## config.mk

```make
export PLATFORM = sky130hd
export DESIGN_NAME = sfpc_back
export DESIGN_NICKNAME = d
export VERILOG_FILES = /design/src/rtl/sfpc_pkg.sv /design/src/rtl/sfpc_back.sv
export SDC_FILE = /design/constraint.sdc
export NUM_CORES = 1
export LEC_CHECK = 0
export ABC_AREA = 0
export BUFFER_PORTS_ARGS = -buffer_cell sky130_fd_sc_hd__buf_4
export CAP_MARGIN = 20
export CELL_PAD_IN_SITES_DETAIL_PLACEMENT = 1
export CELL_PAD_IN_SITES_GLOBAL_PLACEMENT = 2
export CORE_ASPECT_RATIO = 1.25
export CORE_MARGIN = 3
export CORE_UTILIZATION = 43
export CTS_CLUSTER_SIZE = 24
export DETAILED_ROUTE_END_ITERATION = 8
export GPL_ROUTABILITY_DRIVEN = 1
export HOLD_SLACK_MARGIN = 0.03
export PLACE_DENSITY = 0.88
export SLEW_MARGIN = 20
export SYNTH_ARGS = -nofsm -noshare
export SYNTH_HDL_FRONTEND = slang
export SYNTH_SLANG_ARGS = --single-unit
```

## constraint.sdc

```tcl
create_clock -name clk -period 14.5 [get_ports clk]
set_input_delay 2.9 -clock clk [delete_from_list [all_inputs] [get_ports clk]]
set_output_delay 2.9 -clock clk [all_outputs]
set_load 0.02 [all_outputs]
```

## src/rtl/sfpc_pkg.sv

```systemverilog
// ----------------------------------------------------------------------------
// sfpc_pkg
// Types, codes and helpers shared by the seeded Fletcher packet checker.
// ----------------------------------------------------------------------------
package sfpc_pkg;

    localparam int HDR_LEN     = 8;
    localparam int QUEUE_DEPTH = 4;
    localparam int QPTR_W      = 2;
    localparam int QCNT_W      = 3;

    localparam logic [7:0] ASCII_ZERO_NEG = 8'd207;  // 255 - '0'
    localparam logic [7:0] ASCII_NL       = 8'h0A;
    localparam logic [7:0] ASCII_N        = 8'h6E;
    localparam logic [7:0] MINUS_ONE_255  = 8'd254;

    typedef logic [1:0] cmd_kind_t;
    localparam cmd_kind_t CMD_HDR  = 2'd0;
    localparam cmd_kind_t CMD_PAY  = 2'd1;
    localparam cmd_kind_t CMD_NL   = 2'd2;
    localparam cmd_kind_t CMD_MALF = 2'd3;

    typedef struct packed {
        cmd_kind_t   kind;
        logic        first_pay;
        logic [2:0]  hpos;
        logic [7:0]  data;
        logic [31:0] exp_seq;
    } cmd_t;

    typedef struct packed {
        logic full;
        logic empty;
    } q_status_t;

    // last field in the lowest bits
    typedef struct packed {
        logic [2:0]  pad;
        logic [31:0] received_seq;
        logic [15:0] computed_checksum;
        logic        malformed;
        logic        ack_accepted;
        logic        is_nack;
        logic        seq_match;
        logic        checksum_ok;
    } result_t;

    // (a + b) mod 255 for a, b in 0..254
    function automatic logic [7:0] add255(input logic [7:0] a, input logic [7:0] b);
        logic [8:0] s;
        logic [8:0] d;
        begin
            s = {1'b0, a} + {1'b0, b};
            d = s - 9'd255;
            add255 = (s >= 9'd255) ? d[7:0] : s[7:0];
        end
    endfunction

endpackage

```

## src/rtl/sfpc_back.sv

```systemverilog
// ----------------------------------------------------------------------------
// sfpc_back
// Collects header fields, runs the seeded mod-255 sums, registers results.
// ----------------------------------------------------------------------------
module sfpc_back (
    input  logic                clk,
    input  logic                rst_n,
    input  sfpc_pkg::q_status_t q_status,
    input  sfpc_pkg::cmd_t      cmd,
    output logic                pop,
    output logic                m_tvalid,
    input  logic                m_tready,
    output logic [55:0]         m_tdata    // checksum_ok, seq_match, is_nack, ack_accepted,
                                           // malformed, computed_checksum[20:5],
                                           // received_seq[52:21], zero pad
);
    import sfpc_pkg::*;

    logic [31:0] cks_reg, cks_next;
    logic [31:0] seq_reg, seq_next;
    logic [31:0] exp_reg, exp_next;
    logic [7:0]  seed_reg, seed_next;
    logic [7:0]  first_reg, first_next;
    logic [7:0]  second_reg, second_next;
    logic        nack_reg, nack_next;
    logic        out_valid_reg, out_valid_next;
    result_t     out_reg, out_next;

    logic [7:0]  seed_sum;
    logic [7:0]  pay_term;
    logic [15:0] cs;
    logic        ck;
    logic        sm;

    assign pop      = !q_status.empty && (!out_valid_reg || m_tready);
    assign m_tvalid = out_valid_reg;
    assign m_tdata  = out_reg;

    assign seed_sum = add255(seed_reg, cmd.data);
    assign pay_term = add255(cmd.data, ASCII_ZERO_NEG);
    assign cs       = {second_reg, first_reg};
    assign ck       = ({16'd0, cs} == cks_reg);
    assign sm       = (seq_reg == exp_reg);

    always_comb
    begin
        cks_next       = cks_reg;
        seq_next       = seq_reg;
        exp_next       = exp_reg;
        seed_next      = seed_reg;
        first_next     = first_reg;
        second_next    = second_reg;
        nack_next      = nack_reg;
        out_next       = out_reg;
        out_valid_next = out_valid_reg;
        if (out_valid_reg && m_tready)
        begin
            out_valid_next = 1'b0;
        end
        if (pop)
        begin
            case (cmd.kind)
                CMD_HDR:
                begin
                    case (cmd.hpos)
                        3'd0:
                        begin
                            // datagram start: load checksum, expected seq; clear nack
                            cks_next  = {24'd0, cmd.data};
                            exp_next  = cmd.exp_seq;
                            nack_next = 1'b0;
                        end
                        3'd1: cks_next[15:8]  = cmd.data;
                        3'd2: cks_next[23:16] = cmd.data;
                        3'd3: cks_next[31:24] = cmd.data;
                        3'd4:
                        begin
                            seq_next  = {24'd0, cmd.data};
                            seed_next = add255(8'd0, cmd.data);
                        end
                        3'd5:
                        begin
                            seq_next[15:8] = cmd.data;
                            seed_next      = seed_sum;
                        end
                        3'd6:
                        begin
                            seq_next[23:16] = cmd.data;
                            seed_next       = seed_sum;
                        end
                        default:
                        begin
                            seq_next[31:24] = cmd.data;
                            // negative sequence: 2^32 is 1 mod 255, so take one off
                            first_next  = cmd.data[7] ? add255(seed_sum, MINUS_ONE_255)
                                                      : seed_sum;
                            second_next = first_next;
                        end
                    endcase
                end
                CMD_PAY:
                begin
                    if (cmd.first_pay)
                    begin
                        nack_next = (cmd.data == ASCII_N);
                    end
                    first_next  = add255(first_reg, pay_term);
                    second_next = add255(second_reg, first_next);
                end
                CMD_NL:
                begin
                    out_valid_next             = 1'b1;
                    out_next.pad               = '0;
                    out_next.checksum_ok       = ck;
                    out_next.seq_match         = sm;
                    out_next.is_nack           = nack_reg;
                    out_next.ack_accepted      = ck && sm && !nack_reg;
                    out_next.malformed         = 1'b0;
                    out_next.computed_checksum = cs;
                    out_next.received_seq      = seq_reg;
                end
                default:
                begin
                    out_valid_next     = 1'b1;
                    out_next           = '0;
                    out_next.malformed = 1'b1;
                end
            endcase
        end
    end

    always_ff @(posedge clk)
    begin
        cks_reg    <= cks_next;
        seq_reg    <= seq_next;
        exp_reg    <= exp_next;
        seed_reg   <= seed_next;
        first_reg  <= first_next;
        second_reg <= second_next;
        nack_reg   <= nack_next;
        out_reg    <= out_next;
    end

    always_ff @(posedge clk or negedge rst_n)
    begin
        if (!rst_n)
        begin
            out_valid_reg <= 1'b0;
        end
        else
        begin
            out_valid_reg <= out_valid_next;
        end
    end

endmodule

```

# --- After elaboration in Yosys (flattened, before gate mapping) ---
# Index checks and enable logic that the tools add are counted.
word_totals:
  input_bits: 51
  output_inout_bits: 58
  register_bits: 178
  elab_cells: 112
classes:
  eq_ne: 14
  n_reduce_logical: 33
  addsub: 11
  bitwise: 2
  mux: 24
  magnitude_cmp: 6
op_table:
  columns: ["operator", "count"]
  rows:
  - ["case mux 8 bit (2 select lines)", 9]
  - ["case mux 56 bit (2 select lines)", 1]
  - ["two-way mux 8 bit", 8]
  - ["subtractor 8 bit (second input constant)", 6]
  - ["greater-or-equal comparator 9 x 8 -> 1 bit (second input constant)", 5]
  - ["equality test 16 x 32 -> 1 bit", 1]
  - ["equality test 32 bit", 1]
  - ["AND reduction 3 bit", 10]
  - ["adder 8 x 8 -> 9 bit", 3]
  - ["adder 8 x 8 -> 9 bit (second input constant)", 2]
  - ["nonzero test 2 bit", 7]
  - ["equality test 3 bit (second input constant)", 3]
  - ["equality test 8 x 7 -> 1 bit (second input constant)", 1]
  - ["greater-or-equal comparator 8 bit (second input constant)", 1]
  - ["OR reduction 7 bit", 1]
  - ["equality test 3 x 2 -> 1 bit (second input constant)", 2]
  - ["!= test 2 bit (second input constant)", 3]
  - ["OR reduction 6 bit", 1]
  - ["two-way mux 1 bit", 5]
  - ["logical AND 1 bit", 4]
  - ["AND reduction 4 bit", 1]
  - ["OR reduction 2 bit", 2]
  - ["equality test 3 x 1 -> 1 bit (second input constant)", 1]
  - ["logical NOT 1 bit", 3]
  - ["8 further kinds", 9]

# --- Depth between registers and ports, before layout ---
logic_depth:
  ltp_word: 10
  depth_mapped: 34
  ltp_nobuf: 33

# --- Worst setup path before layout ---
# No wires, ideal clock.
synth_timing:
  path_type: "input-to-reg"
  start: "input cmd[32] in the netlist's numbering"
  end: "register second_reg[4], data pin"
  slack_ns: 5.309
  n_path_buf: 1
  t_required_ns: 14.231
  t_arrival_ns: 8.922
  path_stages: 32
  setup_time_ns: 0.269
  path_cell_list: "clkbuf_1 inv_1 ha_1 xnor2_1 or3_1 a21o_1 nand2_1 a211oi_1 nor2_1 xnor2_1 ha_1 a21o_1 a21oi_1 o21bai_1 a2111oi_0 or3_1 xnor2_1 a41oi_1 mux2i_1 inv_1 ha_1 a21o_1 a21oi_1 o21bai_1 a21oi_1 o21ai_0 xor2_1 nand2_1 o21ai_1 nand4_1 xor2_1 mux2i_1"
synth_between:
  elab_chain_cells: 10
  elab_cells_between_ends: 23
  cone_classes: "10 x add/sub; 5 x order compare; 8 x mux"
synth_lines:
  columns: ["element", "line_no", "text"]
  rows:
  - ["start: declaration", "sfpc_back.sv:9", "input sfpc_pkg::cmd_t cmd,"]
  - ["adder 8 x 8 -> 9 bit", "sfpc_pkg.sv:53", "s = {1'b0, a} + {1'b0, b};"]
  - ["subtractor 8 bit / greater-or-equal comparator 9 x 8 -> 1 bit (equally long branches)", "sfpc_pkg.sv:54, sfpc_pkg.sv:55", null]
  - ["two-way mux 8 bit", "sfpc_pkg.sv:55", "add255 = (s >= 9'd255) ? d[7:0] : s[7:0];"]
  - ["adder 8 x 8 -> 9 bit", "sfpc_pkg.sv:53", null]
  - ["subtractor 8 bit / greater-or-equal comparator 9 x 8 -> 1 bit (equally long branches)", "sfpc_pkg.sv:54, sfpc_pkg.sv:55", null]
  - ["two-way mux 8 bit", "sfpc_pkg.sv:55", null]
  - ["adder 8 x 8 -> 9 bit", "sfpc_pkg.sv:53", null]
  - ["subtractor 8 bit / greater-or-equal comparator 9 x 8 -> 1 bit (equally long branches)", "sfpc_pkg.sv:54, sfpc_pkg.sv:55", null]
  - ["two-way mux 8 bit", "sfpc_pkg.sv:55", null]
  - ["case mux 8 bit (2 select lines) (*)", "sfpc_back.sv:62", "case (cmd.kind)"]
  - ["end signal: assignment", "sfpc_back.sv:139", "second_reg <= second_next;"]
  - ["end: declaration", "sfpc_back.sv:24", "logic [7:0] second_reg, second_next;"]
# Mark *: on every way between the ends. The rest lies on a longest branch, timed or not. The select of a mux whose other input is x is not followed.
# A chain may end at the register's enable or synchronous reset.

# --- Worst setup path in the final report ---
# Ends and elaborated chain as after synthesis.

==> flow_summary.toml <==
[sta]
max_clock_freq_mhz = 98.0
final.setup.tns_ns = 0
grt_setup_unrepaired = "no"
finalHoldViolCount = 0
timing_max_transition_violations_final = 0
timing.slew.headroom = 0.374
min_period_over_period = 0.704
worstMarginPinSlew_ns = 0.936
final.min_clock_period_ns = 10.21
finalSetupViolCount = 0
worst_hold_slack_ns = 0.589
final_worst_clock_skew_ns = 0.0200

[die]
die-height_um = 171
dieArea_um2 = 23500
core-area_um2 = 21100
io_pins = 109
initial_core_util = 0.443
rows = 59
die_w_um = 138

[route]
number_of_design_rule_violations_left_after_detail_routing = 0
drt_first_pass_iters = 4
detail_route.wl_per_cell_um = 22.1
drt.antenna.violating_nets = 0
routed-via-count = 6439
drtIter0Drc = 360
postRouteWirelength_um = 25500
viasPerCell = 5.57

[setup_path]
ff2ff_setup_slack_ns = 8.68
critPathArrivalTime_ns = 10.38
critical_path_s_top_delay_family = "compound AO/OA/AOI/OAI gates"
crit_slowest_cell = "sky130_fd_sc_hd__a211oi_1"
timing.critical_path.slowest_cell_delay_ns = 0.80
timing.critical_path.to_type = "register"
crit_path_category = "in -> reg"
worstPathBufferInverterCount = 3
critPathMaxFanout = 14
start_kind = "primary input"
crit_required_ns = 14.67

[grt]
number_of_antenna_violations_at_the_first_check_in_global_routing = 0
gr-usage-all-layers = 0.221
gr-total-overflow = 0
grt_pass1_wl_um = 39300
largest_net_degree_at_the_start_of_global_routing = 55
vias_in_the_first_global_route = 6992

[placement]
routabilityCongestion = 0.863
port_buffers = 104
numPlacedInstances = 1124
detailedPlacementHpwl_um = 18900

[finish]
multi_input_area_um2 = 3940
drive_above_1_share = 0.193
area_delta_synth_final_pct = 17.9
diodes = 0
n_fill_cell = 2205
post-route-util = 0.522
final-instance-count-excl-fill = 1156
num-nets-final = 960
seqCellArea_um2 = 5250
largest_register_ff_count = 53

[cts]
cts_num_sinks = 175
worst_skew_pair.late_latency_ns = 0.44
cts_tree = "done"
clock_path_buffers = 2
clk_transition_reported_paths_ns = 0.08
cts.repair_timing.setup_buffer_count = 0
cts_resized = 0
htreeDepth = 4
cts.root.buffer_cell = "sky130_fd_sc_hd__clkbuf_16"
cts_made_buffers = 17
cts_hold_repair.buffers = 0

[pwr]
leakage_dissipation_nw = 4.16
power.ir.vdd_worst_mv = 0.0794
power.density_nw_per_um2 = 123

[yosys]
synth_top_cells_by_area = "sky130_fd_sc_hd__edfxtp_1 (56%), sky130_fd_sc_hd__and2_1 (5.9%), sky130_fd_sc_hd__xnor2_1 (5.7%)"
yosys.area.top_type_share = 0.559
synth.yosys.seq_area_share = 0.562
synth_top_cell_by_area = "sky130_fd_sc_hd__edfxtp_1"
synth_seq_cells = 175
synth_edf_count = 174
synth.yosys.warnings = 0
synthFlopType = "sky130_fd_sc_hd__edfxtp_1"
synth_cells = 764
synthesis.area_per_instance_um2 = 12.2
mappedNetlistArea_um2 = 9340
synth_async_sr_flop_share = 0.00571
ys_types = 72

[min_path]
hold_path_class = "reg -> reg"

[run_status]
outcome = "finished clean"

[run]
number_of_violations_of_the_max_capacitance_limit = 0
-- final timing paths --
path                                                start                   endpoint  cells after the start
worst min register to register  seq_reg[23]$_SDFFCE_PN0P_  m_tdata[44]$_SDFFCE_PP0P_                      1
min in group asynchronous                           rst_n         m_tvalid$_DFF_PN0_                      1
worst min-delay path            seq_reg[23]$_SDFFCE_PN0P_  m_tdata[44]$_SDFFCE_PP0P_                      1
max in group asynchronous                           rst_n         m_tvalid$_DFF_PN0_                      1
worst max register to register     first_reg[1]$_DFFE_PP_    second_reg[4]$_DFFE_PP_                     22
worst max-delay path                              cmd[32]    second_reg[4]$_DFFE_PP_                     31
-- cells in the final DEF (no fill, tap or decap), types with 5 or more instances in the layout --
| master | synthesis | layout |
|---|---|---|
| sky130_fd_sc_hd__inv_8 | 0 | 5 |
| sky130_fd_sc_hd__nand4_1 | 16 | 16 |
| sky130_fd_sc_hd__edfxtp_1 | 174 | 174 |
| sky130_fd_sc_hd__and3_1 | 8 | 8 |
| sky130_fd_sc_hd__mux2i_1 | 8 | 8 |
| sky130_fd_sc_hd__ha_1 | 37 | 37 |
| sky130_fd_sc_hd__o21bai_1 | 5 | 5 |
| sky130_fd_sc_hd__nor2b_1 | 15 | 14 |
| sky130_fd_sc_hd__xnor2_1 | 61 | 61 |
| sky130_fd_sc_hd__nor2_1 | 36 | 36 |
| sky130_fd_sc_hd__nor4_1 | 12 | 11 |
| sky130_fd_sc_hd__clkbuf_16 | 0 | 17 |
| sky130_fd_sc_hd__a21o_1 | 15 | 15 |
| sky130_fd_sc_hd__o21ai_0 | 27 | 27 |
| sky130_fd_sc_hd__nor3_1 | 16 | 13 |
| sky130_fd_sc_hd__buf_4 | 3 | 110 |
| sky130_fd_sc_hd__a31oi_1 | 9 | 9 |
| sky130_fd_sc_hd__o21ai_1 | 5 | 5 |
| sky130_fd_sc_hd__clkinv_4 | 0 | 5 |
| sky130_fd_sc_hd__nand2b_1 | 6 | 6 |
| sky130_fd_sc_hd__nand3_1 | 10 | 10 |
| sky130_fd_sc_hd__nor3b_1 | 6 | 5 |
| sky130_fd_sc_hd__a21oi_1 | 28 | 28 |
| sky130_fd_sc_hd__or3_1 | 5 | 5 |
| sky130_fd_sc_hd__and2_1 | 88 | 87 |
| sky130_fd_sc_hd__xor2_1 | 35 | 35 |
| sky130_fd_sc_hd__nand2_1 | 36 | 36 |
| sky130_fd_sc_hd__inv_1 | 22 | 22 |
-- cell families after synthesis --
family,Yosys count,synth area share
simple gates,270,0.164
flops,175,0.562
compound gates,123,0.0937
xor+xnor,99,0.0952
buf+inv,48,0.0206
fa+ha+maj,40,0.0560
mux,8,0.00857
other cells,1,0.000401
-- per-stage QoR --
step	cell area, um^2	power, mW	worst slack [ns]
floorplan	9350	0.818	5.31
global placement	10400	0.895	4.44
detailed placement	10400	0.918	3.99
CTS	11000	1.36	4.32
global route	11000	1.41	3.70
finish	11000	1.36	4.29
-- synthesized netlist by cell type, types with 2 or more instances --
library cell / number
sky130_fd_sc_hd__mux2i_1: 8
sky130_fd_sc_hd__buf_4: 3
sky130_fd_sc_hd__nand3_1: 10
sky130_fd_sc_hd__a31oi_1: 9
sky130_fd_sc_hd__ha_1: 37
sky130_fd_sc_hd__o211ai_1: 2
sky130_fd_sc_hd__nand2b_1: 6
sky130_fd_sc_hd__edfxtp_1: 174
sky130_fd_sc_hd__nor3_1: 16
sky130_fd_sc_hd__a22o_1: 3
sky130_fd_sc_hd__nand3b_1: 2
sky130_fd_sc_hd__or3_1: 5
sky130_fd_sc_hd__or2_2: 3
sky130_fd_sc_hd__xor2_1: 35
sky130_fd_sc_hd__and2_1: 88
sky130_fd_sc_hd__inv_1: 22
sky130_fd_sc_hd__o21bai_1: 5
sky130_fd_sc_hd__nor3b_1: 6
sky130_fd_sc_hd__a21o_1: 15
sky130_fd_sc_hd__o21ai_0: 27
sky130_fd_sc_hd__a21oi_1: 28
sky130_fd_sc_hd__and4_1: 2
sky130_fd_sc_hd__fa_1: 3
sky130_fd_sc_hd__xnor2_1: 61
sky130_fd_sc_hd__xnor2_2: 2
sky130_fd_sc_hd__nand2_1: 36
sky130_fd_sc_hd__nor2b_1: 15
sky130_fd_sc_hd__a211oi_1: 2
sky130_fd_sc_hd__o31ai_1: 2
sky130_fd_sc_hd__nor2_1: 36
sky130_fd_sc_hd__and3_1: 8
sky130_fd_sc_hd__o21ai_1: 5
sky130_fd_sc_hd__nand4_1: 16
sky130_fd_sc_hd__clkbuf_1: 21
sky130_fd_sc_hd__a41oi_1: 3
sky130_fd_sc_hd__nor4_1: 12
-- routing by layer --
metal | part of all wire | global-route usage | vias up | wire [um]
li1 | - | - | 2986 | -
met1 | 0.40 | 0.257 | 3264 | 10300
met2 | 0.55 | 0.419 | 149 | 14000
met3 | 0.030 | 0.0288 | 40 | 764
met4 | 0.021 | 0.0657 | 0 | 525
met5 | 0 | 0 | - | 0
-- worst reg2reg max path, cell delays in order (launching register included) --
cell	delay, ns
sky130_fd_sc_hd__edfxtp_1	0.47
sky130_fd_sc_hd__ha_1	0.33
sky130_fd_sc_hd__a21o_1	0.19
sky130_fd_sc_hd__a21oi_1	0.22
sky130_fd_sc_hd__o21bai_1	0.12
sky130_fd_sc_hd__a2111oi_0	0.39
sky130_fd_sc_hd__or3_1	0.20
sky130_fd_sc_hd__xnor2_1	0.13
sky130_fd_sc_hd__a41oi_1	0.47
sky130_fd_sc_hd__mux2i_1	0.45
sky130_fd_sc_hd__inv_1	0.09
sky130_fd_sc_hd__ha_1	0.28
sky130_fd_sc_hd__a21o_1	0.18
sky130_fd_sc_hd__a21oi_1	0.23
sky130_fd_sc_hd__o21bai_1	0.09
sky130_fd_sc_hd__a21oi_1	0.22
sky130_fd_sc_hd__o21ai_0	0.15
sky130_fd_sc_hd__xor2_1	0.30
sky130_fd_sc_hd__nand2_1	0.13
sky130_fd_sc_hd__o21ai_1	0.40
sky130_fd_sc_hd__nand4_1	0.22
sky130_fd_sc_hd__xor2_1	0.22
sky130_fd_sc_hd__mux2i_1	0.09
-- power by group --
part	internal (mW)	total (mW)	switching [mW]	leakage [nW]
Combinational	0.123	0.327	0.204	2.21
Clock	0.230	0.447	0.217	0.282
Sequential	0.573	0.582	0.00872	1.67
Total	0.927	1.36	0.430	4.16
-- final cells by class --
| cell class | instances | area share |
|---|---|---|
| Sequential cell | 175 | 0.477 |
| Timing Repair Buffer | 110 | 0.0750 |
| Inverter | 22 | 0.00750 |
| Tap cell | 274 | 0.0311 |
| Clock buffer | 18 | 0.0390 |
| Clock inverter | 14 | 0.0130 |
| Multi-Input combinational cell | 543 | 0.358 |
Power figures use the tool's default switching activity.
